[config.mk]
export PLATFORM = sky130hd
export DESIGN_NAME = frame_rate_meter_with_skip_top
export DESIGN_NICKNAME = d
export VERILOG_FILES = /design/src/sv/frm_pkg.sv /design/src/sv/frm_ram.sv /design/src/sv/frm_div.sv /design/src/sv/frame_rate_meter_with_skip_top.sv
export VERILOG_INCLUDE_DIRS = /design/src /design/src/sv
export SDC_FILE = /design/constraint.sdc
export NUM_CORES = 2
export LEC_CHECK = 0
export ABC_CLOCK_PERIOD_IN_PS = 10500
export BUFFER_PORTS_ARGS = -buffer_cell sky130_fd_sc_hd__buf_4
export CELL_PAD_IN_SITES_DETAIL_PLACEMENT = 0
export CELL_PAD_IN_SITES_GLOBAL_PLACEMENT = 1
export CORE_MARGIN = 3
export CORE_UTILIZATION = 31
export DETAILED_ROUTE_END_ITERATION = 12
export PLACE_DENSITY_LB_ADDON = 0.1
export SYNTH_ARGS = -nofsm -noshare
export SYNTH_HDL_FRONTEND = slang
export SYNTH_SLANG_ARGS = --single-unit
[constraint.sdc]
create_clock -name i_clk -period 10.5 [get_ports i_clk]
set_clock_uncertainty 0.2 [all_clocks]
set_input_delay 0 -clock i_clk [delete_from_list [all_inputs] [get_ports i_clk]]
set_output_delay 0 -clock i_clk [all_outputs]
set_load 0.02 [all_outputs]
[src/sv/frame_rate_meter_with_skip_top_defines.svh]
// Assertion macros shared by the frame rate meter RTL.
`ifndef FRAME_RATE_METER_WITH_SKIP_TOP_DEFINES_SVH
`define FRAME_RATE_METER_WITH_SKIP_TOP_DEFINES_SVH

`ifndef SYNTHESIS
// Same-cycle implication, disabled while reset is low.
`define FRM_AST_IMPL(lbl, clk, rst_n, ante, cons) \
    lbl: assert property (@(posedge clk) disable iff (!rst_n) (ante) |-> (cons)) \
        else $error("frame rate meter assertion failed");
// Next-cycle implication, disabled while reset is low.
`define FRM_AST_NEXT(lbl, clk, rst_n, ante, cons) \
    lbl: assert property (@(posedge clk) disable iff (!rst_n) (ante) |=> (cons)) \
        else $error("frame rate meter assertion failed");
`else
`define FRM_AST_IMPL(lbl, clk, rst_n, ante, cons)
`define FRM_AST_NEXT(lbl, clk, rst_n, ante, cons)
`endif

`endif

[src/sv/frm_pkg.sv]
// Shared types and constants of the frame rate meter.
package frm_pkg;

    localparam int TIME_W = 32;
    localparam int INTV_W = 16;
    localparam int SUM_W  = 24;
    localparam int THR_W  = 24;
    localparam int IDX_W  = 2;

    localparam logic [THR_W-1:0] FPS_MAX = 24'hFFFFFF;

    localparam logic [IDX_W-1:0] CFG_THR_THREE = 2'd0;
    localparam logic [IDX_W-1:0] CFG_THR_TWO   = 2'd1;
    localparam logic [IDX_W-1:0] CFG_THR_ONE   = 2'd2;
    localparam logic [IDX_W-1:0] CFG_THR_HALF  = 2'd3;

    localparam logic [THR_W-1:0] THR_THREE_RST = 24'd6271;
    localparam logic [THR_W-1:0] THR_TWO_RST   = 24'd10861;
    localparam logic [THR_W-1:0] THR_ONE_RST   = 24'd21722;
    localparam logic [THR_W-1:0] THR_HALF_RST  = 24'd37624;

    typedef enum logic [2:0] {
        S_IDLE,
        S_READ,
        S_UPDATE,
        S_DIV,
        S_HOLD
    } t_state;

endpackage

[src/sv/frm_ram.sv]
// Generic single-write, single-read RAM with registered read data.
module frm_ram #(
    parameter int WIDTH = 16,
    parameter int DEPTH = 100
) (
    input  logic                                  i_clk,
    input  logic                                  i_we,
    input  logic [(DEPTH > 1 ? $clog2(DEPTH) : 1)-1:0] i_waddr,
    input  logic [WIDTH-1:0]                      i_wdata,
    input  logic                                  i_re,
    input  logic [(DEPTH > 1 ? $clog2(DEPTH) : 1)-1:0] i_raddr,
    output logic [WIDTH-1:0]                      o_rdata
);

    logic [WIDTH-1:0] r_mem [DEPTH];
    logic [WIDTH-1:0] r_rdata;

    always_ff @(posedge i_clk) begin
        if (i_we) begin
            r_mem[i_waddr] <= i_wdata;
        end
        if (i_re) begin
            r_rdata <= r_mem[i_raddr];
        end
    end

    assign o_rdata = r_rdata;

endmodule

[src/sv/frm_div.sv]
// Restoring divider of a fixed dividend by a 24-bit divisor, one bit per cycle.
module frm_div #(
    parameter int NUM_W = 25,
    parameter logic [NUM_W-1:0] NUM = '0
) (
    input  logic                     i_clk,
    input  logic                     i_rst_n,
    input  logic                     i_start,
    input  logic [frm_pkg::SUM_W-1:0] i_divisor,
    output logic                     o_done,
    output logic [NUM_W-1:0]         o_quotient
);

    localparam int CW = $clog2(NUM_W);

    logic                      r_busy;
    logic                      r_done;
    logic [CW-1:0]             r_cnt;
    logic [frm_pkg::SUM_W-1:0] r_rem;
    logic [frm_pkg::SUM_W-1:0] r_div;
    logic [NUM_W-1:0]          r_quo;
    logic [frm_pkg::SUM_W:0]   rem_sh;
    logic [frm_pkg::SUM_W:0]   rem_sub;
    logic                      fits;

    // The partial remainder stays below the divisor, so the shifted value fits 25 bits.
    always_comb begin
        rem_sh  = {r_rem, r_quo[NUM_W-1]};
        rem_sub = rem_sh - {1'b0, r_div};
        fits    = (rem_sh >= {1'b0, r_div});
    end

    always_ff @(posedge i_clk) begin
        if (!i_rst_n) begin
            r_busy <= 1'b0;
            r_done <= 1'b0;
            r_cnt  <= '0;
        end else begin
            r_done <= 1'b0;
            if (i_start) begin
                r_busy <= 1'b1;
                r_cnt  <= '0;
            end else if (r_busy) begin
                if (r_cnt == CW'(NUM_W - 1)) begin
                    r_busy <= 1'b0;
                    r_done <= 1'b1;
                end
                r_cnt <= r_cnt + CW'(1);
            end
        end
    end

    always_ff @(posedge i_clk) begin
        if (i_start) begin
            r_rem <= '0;
            r_div <= i_divisor;
            r_quo <= NUM;
        end else if (r_busy) begin
            r_rem <= fits ? rem_sub[frm_pkg::SUM_W-1:0] : rem_sh[frm_pkg::SUM_W-1:0];
            r_quo <= {r_quo[NUM_W-2:0], fits};
        end
    end

    assign o_done     = r_done;
    assign o_quotient = r_quo;

endmodule

[src/sv/frame_rate_meter_with_skip_top.sv]
// Top level of the moving-window frame rate meter with repeat-count decision.
//
// Usage: each input beat on the s_axis channel is one frame tick carrying a
// 32-bit millisecond timestamp. The block takes the interval since the last
// tick (0 for the first tick, saturated to 65535 ms), keeps the last WINDOW
// intervals in a ring memory with a running sum, and once the ring is full
// reports the frame rate 1000*WINDOW/sum in unsigned Q.8 together with the
// number of update steps to run for this frame. One output beat follows each
// input beat on the m_axis channel.
// Four threshold registers (index 0 to 3: thr_three, thr_two, thr_one and
// thr_half) are to be written through the plain write port while the block
// is idle; the block itself does not enforce this. Each tick passes through
// the read, update, divide and hold states on its way to the output register;
// the divide state waits for the bit-serial divider that forms the rate, with
// NUM_W the bit width of 256000*WINDOW (25 for a window of 100). A tick that
// does not fill the window skips the divide state. Ticks are processed one at
// a time: a new tick is taken only after the last one has left the hold state.
// The output register holds a finished beat until the receiver takes it;
// the next tick is accepted meanwhile and waits in its final state if the
// receiver is still stalled. Synchronous reset clears all control state and
// restores the threshold reset values; the ring memory is not cleared, since
// an entry is only read back after it has been written.
`include "frame_rate_meter_with_skip_top_defines.svh"

module frame_rate_meter_with_skip_top #(
    parameter int WINDOW = 100
) (
    input  logic        i_clk,
    input  logic        i_rst_n,
    // Input tick channel.
    input  logic        s_axis_tvalid,
    output logic        s_axis_tready,
    input  logic [31:0] s_axis_tdata,   // [31:0] time_now_ms
    // Result channel.
    output logic        m_axis_tvalid,
    input  logic        m_axis_tready,
    output logic [31:0] m_axis_tdata,   // [0] fps_valid, [24:1] fps_q8,
                                        // [26:25] repeat_count, [31:27] zero
    // Configuration write port.
    input  logic                        i_cfg_we,
    input  logic [frm_pkg::IDX_W-1:0]   i_cfg_idx,
    input  logic [frm_pkg::THR_W-1:0]   i_cfg_wdata
);

    localparam int PW = $clog2(WINDOW);
    localparam longint NUM_VAL = 64'd256000 * WINDOW;
    localparam int NUM_W = $clog2(NUM_VAL + 1);
    localparam int QW = (NUM_W > 24) ? NUM_W : 25;

    // Threshold registers.
    logic [frm_pkg::THR_W-1:0] r_thr_three;
    logic [frm_pkg::THR_W-1:0] r_thr_two;
    logic [frm_pkg::THR_W-1:0] r_thr_one;
    logic [frm_pkg::THR_W-1:0] r_thr_half;

    always_ff @(posedge i_clk) begin
        if (!i_rst_n) begin
            r_thr_three <= frm_pkg::THR_THREE_RST;
            r_thr_two   <= frm_pkg::THR_TWO_RST;
            r_thr_one   <= frm_pkg::THR_ONE_RST;
            r_thr_half  <= frm_pkg::THR_HALF_RST;
        end else if (i_cfg_we) begin
            case (i_cfg_idx)
                frm_pkg::CFG_THR_THREE: r_thr_three <= i_cfg_wdata;
                frm_pkg::CFG_THR_TWO:   r_thr_two   <= i_cfg_wdata;
                frm_pkg::CFG_THR_ONE:   r_thr_one   <= i_cfg_wdata;
                frm_pkg::CFG_THR_HALF:  r_thr_half  <= i_cfg_wdata;
                default: ;
            endcase
        end
    end

    // Sequencer state and the meter's scalar state.
    frm_pkg::t_state r_state, n_state;
    logic [frm_pkg::TIME_W-1:0] r_now;
    logic [frm_pkg::TIME_W-1:0] r_last;
    logic                       r_seen;
    logic                       r_full;
    logic [PW-1:0]              r_pos;
    logic [frm_pkg::SUM_W-1:0]  r_sum;
    logic [2:0]                 r_skip;
    logic [frm_pkg::THR_W-1:0]  r_fps;

    // Output register.
    logic                       r_ovalid;
    logic                       r_oflag;
    logic [frm_pkg::THR_W-1:0]  r_ofps;
    logic [1:0]                 r_orep;

    logic                       in_acc;
    logic                       ram_re;
    logic                       ram_we;
    logic                       div_start;
    logic                       out_load;
    logic                       div_done;
    logic [NUM_W-1:0]           div_quo;
    logic [frm_pkg::INTV_W-1:0] ram_rdata;

    logic [frm_pkg::TIME_W-1:0] diff;
    logic [frm_pkg::INTV_W-1:0] delta;
    logic [frm_pkg::INTV_W-1:0] old;
    logic [frm_pkg::SUM_W-1:0]  n_sum;
    logic                       pos_wrap;
    logic                       n_full;
    logic [QW-1:0]              quo_ext;
    logic [frm_pkg::THR_W-1:0]  fps_sat;
    logic [2:0]                 ph;
    logic [2:0]                 ph_next;
    logic [1:0]                 rep;
    logic                       skip_step;

    assign in_acc = s_axis_tvalid && s_axis_tready;

    // Interval since the last tick; the first tick measures against itself.
    always_comb begin
        diff     = r_now - (r_seen ? r_last : r_now);
        delta    = (|diff[frm_pkg::TIME_W-1:frm_pkg::INTV_W]) ? '1 : diff[frm_pkg::INTV_W-1:0];
        old      = r_full ? ram_rdata : '0;
        n_sum    = r_sum + frm_pkg::SUM_W'(delta) - frm_pkg::SUM_W'(old);
        pos_wrap = (r_pos == PW'(WINDOW - 1));
        n_full   = r_full || pos_wrap;
    end

    // Next-state logic.
    always_comb begin
        n_state = r_state;
        case (r_state)
            frm_pkg::S_IDLE:   if (s_axis_tvalid) n_state = frm_pkg::S_READ;
            frm_pkg::S_READ:   n_state = frm_pkg::S_UPDATE;
            frm_pkg::S_UPDATE: n_state = n_full ? frm_pkg::S_DIV : frm_pkg::S_HOLD;
            frm_pkg::S_DIV:    if (div_done) n_state = frm_pkg::S_HOLD;
            frm_pkg::S_HOLD:   if (!r_ovalid || m_axis_tready) n_state = frm_pkg::S_IDLE;
            default:           n_state = frm_pkg::S_IDLE;
        endcase
    end

    // Sequencer outputs.
    always_comb begin
        s_axis_tready = 1'b0;
        ram_re        = 1'b0;
        ram_we        = 1'b0;
        div_start     = 1'b0;
        out_load      = 1'b0;
        case (r_state)
            frm_pkg::S_IDLE:   s_axis_tready = 1'b1;
            frm_pkg::S_READ:   ram_re = 1'b1;
            frm_pkg::S_UPDATE: begin
                ram_we    = 1'b1;
                div_start = n_full;
            end
            frm_pkg::S_DIV:    ;
            frm_pkg::S_HOLD:   out_load = !r_ovalid || m_axis_tready;
            default: ;
        endcase
    end

    // Ring of intervals; the read in S_READ lands in time for the update.
    frm_ram #(
        .WIDTH (frm_pkg::INTV_W),
        .DEPTH (WINDOW)
    ) u_ring (
        .i_clk   (i_clk),
        .i_we    (ram_we),
        .i_waddr (r_pos),
        .i_wdata (delta),
        .i_re    (ram_re),
        .i_raddr (r_pos),
        .o_rdata (ram_rdata)
    );

    frm_div #(
        .NUM_W (NUM_W),
        .NUM   (NUM_W'(NUM_VAL))
    ) u_div (
        .i_clk      (i_clk),
        .i_rst_n    (i_rst_n),
        .i_start    (div_start),
        .i_divisor  (n_sum),
        .o_done     (div_done),
        .o_quotient (div_quo)
    );

    // Rate saturation, including a zero sum, then the repeat-count bands.
    always_comb begin
        quo_ext   = QW'(div_quo);
        fps_sat   = (r_sum == '0 || quo_ext > QW'(frm_pkg::FPS_MAX)) ? frm_pkg::FPS_MAX
                                                                     : quo_ext[23:0];
        ph        = (r_skip >= 3'd6) ? r_skip - 3'd6 : r_skip;
        ph_next   = (ph == 3'd5) ? 3'd0 : ph + 3'd1;
        skip_step = 1'b0;
        if (!r_full) begin
            rep = 2'd1;
        end else if (r_fps < r_thr_three) begin
            rep = 2'd3;
        end else if (r_fps < r_thr_two) begin
            rep = 2'd2;
        end else if (r_fps < r_thr_one) begin
            rep = 2'd1;
        end else if (r_fps < r_thr_half) begin
            rep       = {1'b0, ~ph[0]};
            skip_step = 1'b1;
        end else begin
            rep       = {1'b0, (ph == 3'd0 || ph == 3'd3)};
            skip_step = 1'b1;
        end
    end

    always_ff @(posedge i_clk) begin
        if (!i_rst_n) begin
            r_state  <= frm_pkg::S_IDLE;
            r_seen   <= 1'b0;
            r_full   <= 1'b0;
            r_pos    <= '0;
            r_sum    <= '0;
            r_last   <= '0;
            r_skip   <= '0;
            r_ovalid <= 1'b0;
        end else begin
            r_state <= n_state;
            if (ram_we) begin
                r_seen <= 1'b1;
                r_full <= n_full;
                r_pos  <= pos_wrap ? '0 : r_pos + PW'(1);
                r_sum  <= n_sum;
                r_last <= r_now;
            end
            if (out_load && skip_step) begin
                r_skip <= ph_next;
            end
            if (out_load) begin
                r_ovalid <= 1'b1;
            end else if (m_axis_tready) begin
                r_ovalid <= 1'b0;
            end
        end
    end

    always_ff @(posedge i_clk) begin
        if (in_acc) begin
            r_now <= s_axis_tdata;
        end
        if (ram_we) begin
            r_fps <= '0;
        end else if (div_done) begin
            r_fps <= fps_sat;
        end
        if (out_load) begin
            r_oflag <= r_full;
            r_ofps  <= r_fps;
            r_orep  <= rep;
        end
    end

    assign m_axis_tvalid = r_ovalid;
    assign m_axis_tdata  = {5'd0, r_orep, r_ofps, r_oflag};

    `FRM_AST_IMPL(a_skip_range, i_clk, i_rst_n, 1'b1, r_skip < 3'd6)
    `FRM_AST_IMPL(a_pos_range, i_clk, i_rst_n, 1'b1, r_pos <= PW'(WINDOW - 1))
    `FRM_AST_NEXT(a_full_sticky, i_clk, i_rst_n, r_full, r_full)
    `FRM_AST_IMPL(a_div_in_seq, i_clk, i_rst_n, div_done, r_state == frm_pkg::S_DIV)

endmodule
# --- After elaboration in Yosys (flattened, before gate mapping) ---
# Memories as Yosys holds them, arrays and structs flattened. A register that Yosys moved wholly into a read port is not among the register bits.
# Index checks and enable logic that the tools add are counted.
# Widths: inputs -> output; s select.
word_totals:
  word_cells: 113
  mem_bits_rw: 1600
  inputBits: 63
  memories: 1
  register_bits: 331
op_classes:
  reduce_logical: 21
  order_cmp: 7
  n_eq_ne: 14
  bitwise_logic: 4
  n_addsub: 8
  mux: 34
memory_table:
  columns: ["name", "depth", "width", "rd", "rd_ports_with_merged_regs", "write_ports", "line", "source"]
  rows:
  - ["u_ring.r_mem", 100, 16, 1, 1, 1, "frm_ram.sv:15", "logic [WIDTH-1:0] r_mem [DEPTH];"]
op_table:
  columns: ["cell", "count"]
  rows:
  - ["$lt 24x24->1", 4]
  - ["$mux 24", 2]
  - ["$mux 16", 2]
  - ["$mux 32", 1]
  - ["$sub 32x32->32", 1]
  - ["$ge 25x24->1", 1]
  - ["$gt 25x24->1 const B", 1]
  - ["$add 24x16->24", 1]
  - ["$logic_not 24->1", 1]
  - ["$sub 24x16->24", 1]
  - ["$sub 24x24->24", 1]
  - ["$mux 1", 19]
  - ["$mux 3", 6]
  - ["$reduce_or 16->1", 1]
  - ["$pmux 3 s5", 1]
  - ["$eq 3x2->1 const B", 3]
  - ["$reduce_and 2->1", 4]
  - ["$add 7x1->7 const B", 1]
  - ["$eq 7x7->1 const B", 1]
  - ["$mux 7", 1]
  - ["$eq 3x3->1 const B", 2]
  - ["$logic_not 3->1", 2]
  - ["$add 5x1->5 const B", 1]
  - ["$eq 5x5->1 const B", 1]
  - ["other kinds (18)", 29]

# --- Logic depth before layout (Yosys ltp) ---
depth:
  depth_word: 8
  depth_mapped: 31
  mapped_depth_nobuf: 28

# --- By module ---
# Synthesis repeated with hierarchy kept, for this count alone.
hier_totals:
  cells_unflattened: 4857
  hier_area_um2: 81528.2
by_module_without_submodules:
  columns: ["mod", "area_each_um2", "instances", "cells_per_inst", "seq_area_each_um2"]
  rows:
  - ["frm_ram", 61993.2, 1, 2669, 48526.5]
  - ["frame_rate_meter_with_skip_top", 15193.3, 1, 1719, 5615.4]
  - ["frm_div", 4341.7, 1, 469, 1841.8]

# --- Least setup slack after synthesis ---
# Ideal clock, no wire load.
synth_timing:
  kind: "reg-to-reg"
  from: "register r_seen"
  to: "register u_div.r_div[22] in the netlist's numbering (data pin)"
  period_less_slack_ns: 7.410
  arrival_time_ns: 6.947
  path_stages_with_launch: 28
  required_time_ns: 10.037
  path_buffers: 3
  setup_time_ns: 0.263
  setup_slack_ns: 3.090
  path_cell_list: "dfxtp_1 clkbuf_1 buf_1 o21ai_0 ha_1 fa_1 nand2b_1 a21oi_1 a21oi_1 o21ba_2 o31ai_1 xor2_1 a2111oi_0 nand4_1 or4_4 buf_2 nor2_1 fa_1 inv_1 ha_1 and3_1 a221oi_1 a211oi_1 o311ai_1 a21boi_0 o41a_1 a311o_1 xor2_1"
synth_via:
  elab_chain_len: 6
synth_rtl:
  columns: ["item", "line", "source"]
  rows:
  - ["start, declared", "frame_rate_meter_with_skip_top.sv:77", "logic r_seen;"]
  - ["start signal, assigned", "frame_rate_meter_with_skip_top.sv:211", "r_seen <= 1'b0;"]
  - ["start signal, assigned", "frame_rate_meter_with_skip_top.sv:221", "r_seen <= 1'b1;"]
  - ["$mux 32 (*)", "frame_rate_meter_with_skip_top.sv:116", "diff = r_now - (r_seen ? r_last : r_now);"]
  - ["$sub 32x32->32 (*)", "frame_rate_meter_with_skip_top.sv:116", null]
  - ["$reduce_or 16->1", "frame_rate_meter_with_skip_top.sv:117", "delta = (|diff[frm_pkg::TIME_W-1:frm_pkg::INTV_W]) ? '1 : diff[frm_pkg::INTV_W-1:0];"]
  - ["$mux 16 (*)", "frame_rate_meter_with_skip_top.sv:117", null]
  - ["$add 24x16->24 (*)", "frame_rate_meter_with_skip_top.sv:119", "n_sum = r_sum + frm_pkg::SUM_W'(delta) - frm_pkg::SUM_W'(old);"]
  - ["$sub 24x16->24 (*)", "frame_rate_meter_with_skip_top.sv:119", null]
  - ["net n_sum (one bit)", "frame_rate_meter_with_skip_top.sv:102", "logic [frm_pkg::SUM_W-1:0] n_sum;"]
  - ["end signal, assigned", "frm_div.sv:56", "r_div <= i_divisor;"]
  - ["end, declared", "frm_div.sv:20", "logic [frm_pkg::SUM_W-1:0] r_div;"]
# The timed path passes the listed nets; every way through them passes the cells marked *.
# A chain may end at the register's enable or synchronous reset.

# --- Worst setup path after layout ---
layout_timing:
  from: "register r_seen"
  to: "register r_sum[22] in the netlist's numbering"
layout_via:
  elab_chain_len: 6
layout_rtl:
  columns: ["item", "line", "source"]
  rows:
  - ["$mux 32 (*)", "frame_rate_meter_with_skip_top.sv:116", null]
  - ["$sub 32x32->32 (*)", "frame_rate_meter_with_skip_top.sv:116", null]
  - ["$reduce_or 16->1", "frame_rate_meter_with_skip_top.sv:117", null]
  - ["$mux 16 (*)", "frame_rate_meter_with_skip_top.sv:117", null]
  - ["$add 24x16->24 (*)", "frame_rate_meter_with_skip_top.sv:119", null]
  - ["$sub 24x16->24 (*)", "frame_rate_meter_with_skip_top.sv:119", null]
  - ["net n_sum (one bit)", "frame_rate_meter_with_skip_top.sv:102", null]
  - ["end signal, assigned", "frame_rate_meter_with_skip_top.sv:224", "r_sum <= n_sum;"]
  - ["end, declared", "frame_rate_meter_with_skip_top.sv:80", "logic [frm_pkg::SUM_W-1:0] r_sum;"]
# Marks and branches as above.

==> reports/results.ini <==
[worst_setup_path]
worstSetupPathType = flip-flop to flip-flop
end_kind = flip-flop
startpoint = r_seen
cpPeakStageDelay_ns = 0.71
worstPathRequired_ns = 11.08
reg2reg_from = r_seen
crit_slowest_cell = dfxtp_2
reg2reg_to = r_sum[22]
critPathMaxFanout = 32
r2r_cells = 28
cp-start-kind = flip-flop
arrival_ns = 9.05
r2r_slack_ns = 2.02

[floorplan]
fp.dieArea_sq_um = 256900
io_pins = 97
die_y_um = 506.9
fp-row-count = 183
core_sq_um = 249100
die_w_um = 506.9
start_util_pct = 31.22

[timing]
setup_viol = 0
layout_setup_ws_ns = 2.025
fin_crit_ns = 8.475
final_max_slew_viol_count = 0
slew_headroom_pct = 16.75
rsz0062_at_grt = no
fin_crit_sh_pct = 80.72
final.setup.tns_ns = 0
fmax_ghz = 0.1180
tightest_slew_ns = 1.247
hold_violations = 0

[drt]
num_vias = 47620
vias_per_cell = 5.235
drt_wl_total_um = 255100
final_antenna_net_count = 0
dr.pass1.iters = 5
first_iter_violations = 4124
wire_per_inst_um = 28.04
drc = 0

[hold_path]
hold_end = r_thr_three[18]
whs_path_depth = 6
hp-start = i_cfg_idx[1]
min_path_type = input pin to flip-flop

[placed_design]
dp_worst_setup_slack_ns = 1.923
port_buffers = 91
place.gp.congestion = 0.7675
dpl.hpwl_um = 150000
dp_cells = 8559

[clock_network]
cts.reportedPaths.clkPinSlew_ns = 0.06
cts_hold_buf = 133
clkLatencyLatePin_ns = 0.89
cts_tree = built
cts_buffer_depth = 3
cts_buffers = 216
cts_setup_buffers = 0
clock-sinks = 1947
htreeDepth = 4
root_buffer = clkbuf_16
cts_resized = 0

[layout]
layout_common_cells = edfxtp_1, a22oi_1, nand2_1, buf_4, dfxtp_1
fill_cells = 23926
area_delta_synth_final_pct = 17.70
fin_nets = 5841
drive_above_1_share_pct = 12.64
mostFrequentLayoutCell = edfxtp_1
stdcell_count = 9096

[synth]
synth.area.top_cells = edfxtp_1, dfxtp_1, a22oi_1, ha_1, nand2_1
ys_ff_latch = 1947
yosysTopAreaCell = edfxtp_1
yosysTopAreaCellShare_pct = 65.60
synth_edf_count = 1699
synth.distinct_cells = 85
yosysWarningCount = 0
syn_avg_cell_area_sq_um = 14.76
synth_flop_cell = edfxtp_1
synthesis.area_sq_um = 77770
synth_cells = 5268
ys_seq_area_share_pct = 71.98
async_reset_ff_share_pct = 0

[global_route]
gr-total-overflow = 0
grt_pass1_wl_um = 365400
antenna_found_initial = 13
grt_usage_pct = 19.56
grt_max_degree = 85
first_global_vias = 47633

[power]
vdd_drop_max_mv = 0.1834
leakage_uw = 0.03405
power_density_nw_per_um2 = 180.6

[outcome]
status = finished, final reports clean

[run]
maxCapViolCount = 0

==> synth_stat cells, drive strengths merged, types with 5 or more instances <==
cell     count
inv        209
a21boi     117
o21bai       9
o21ai       72
a221oi     151
mux4        16
a22o       145
nand4      106
clkbuf     267
a2111oi      5
nand3       49
o2111ai      6
fa          18
a31oi      118
nand2      354
a22oi      487
o211ai      58
o21a        17
nor3        30
a211oi      28
o31ai        5
a21o        62
nand2b      15
and3        16
nor2       252
xnor2       41
dfxtp      248
buf         59
nor4        21
nor2b       21
o211a        5
a21oi      132
edfxtp    1699
ha         180
or2         19
xor2        27
nor3b       11
mux2i       70
and2        26
o221a       24
==> cells by family after synthesis <==
group           after synthesis  share of synthesized area [%]
flops                      1947                          71.98
buf+inv                     536                          2.640
mux                          88                          1.393
simple gates                945                          5.621
other cells                   1                       0.004822
xor+xnor                     68                         0.7658
fa+ha+maj                   198                          3.359
compound gates             1485                          14.23
==> per-stage QoR <==
step	utilization (%)	area, sq um	hold slack [ns]	power [uW]
finish	36.75	91540	0.1330	16530
global route	36.74	91520	0.1349	17150
CTS	36.74	91520	0.06341	16760
detailed placement	33.43	83290	-0.01767	9324
global placement	33.43	83290	-0.01955	9328
floorplan	-	77790	-0.1011	9062
==> how the worst max path moves through the flow <==
| stage | depth (start not counted) | end | slack [ns] |
|---|---|---|---|
| final | 28 | r_sum[22] | 2.02 |
| after global routing | 28 | r_sum[22] | 1.23 |
| after CTS | 28 | r_sum[22] | 1.92 |
| after detailed placement | 28 | r_sum[22] | 1.92 |
| after global placement | 28 | r_sum[22] | 1.92 |
| after floorplan | 27 | u_div.r_div[22] | 3.09 |
==> layout make-up <==
class                   count  area (sq um)  area share [%]
flip-flops and latches   1947         56000           61.17
multi-input cells        2789         20070           21.92
clock buffers             272          5675           6.200
well taps                3330          4167           4.552
repair buffers            416          3626           3.961
clock inverters           124          1201           1.312
inverters                 210         788.3          0.8611
diodes                      8         20.02         0.02187
==> power breakdown <==
group	total [uW]	internal (uW)	leakage [uW]	switching, uW
combinational	782	307	0.00883	474
sequential	8400	8360	0.0219	40.2
clock	7350	4130	0.00329	3210
total	16500	12800	0.0340	3730
==> critical path: cells and delay by family (launching register included) <==
| kind | cells | cell delay [ns] |
|---|---|---|
| buf+inv | 3 | 0.49 |
| fa+ha+maj | 4 | 1.20 |
| compound gates | 14 | 4.16 |
| simple gates | 5 | 1.31 |
| xor+xnor | 2 | 0.31 |
| flops | 1 | 0.71 |
==> registers in the layout, indices dropped and copies added (netlist names), 2 cells and up <==
| register | flops |
|---|---|
| r_orep | 2 |
| r_last | 32 |
| u_ring.r_mem | 1600 |
| r_sum | 24 |
| r_pos | 7 |
| r_thr_one | 24 |
| r_now | 32 |
| r_thr_three | 24 |
| r_state | 3 |
| u_div.r_rem | 24 |
| u_div.o_quotient | 25 |
| r_thr_half | 24 |
| u_div.r_div | 24 |
| r_skip | 3 |
| r_fps | 24 |
| r_ofps | 24 |
| r_thr_two | 24 |
| u_div.r_cnt | 5 |
| u_ring.o_rdata | 16 |
==> per-layer routing <==
layer  share of wire [%]  wire [um]  vias to the layer above  global-route usage [%]
li1                    -          -                    21417                       -
met1                  46     116900                    24816                   27.50
met2                  48     121700                     1091                   32.20
met3                 4.3      11040                      294                   2.577
met4                 2.1       5429                        2                   4.415
met5              0.0051         13                        -                       0
No activity file was read; power rests on OpenSTA's default activity.
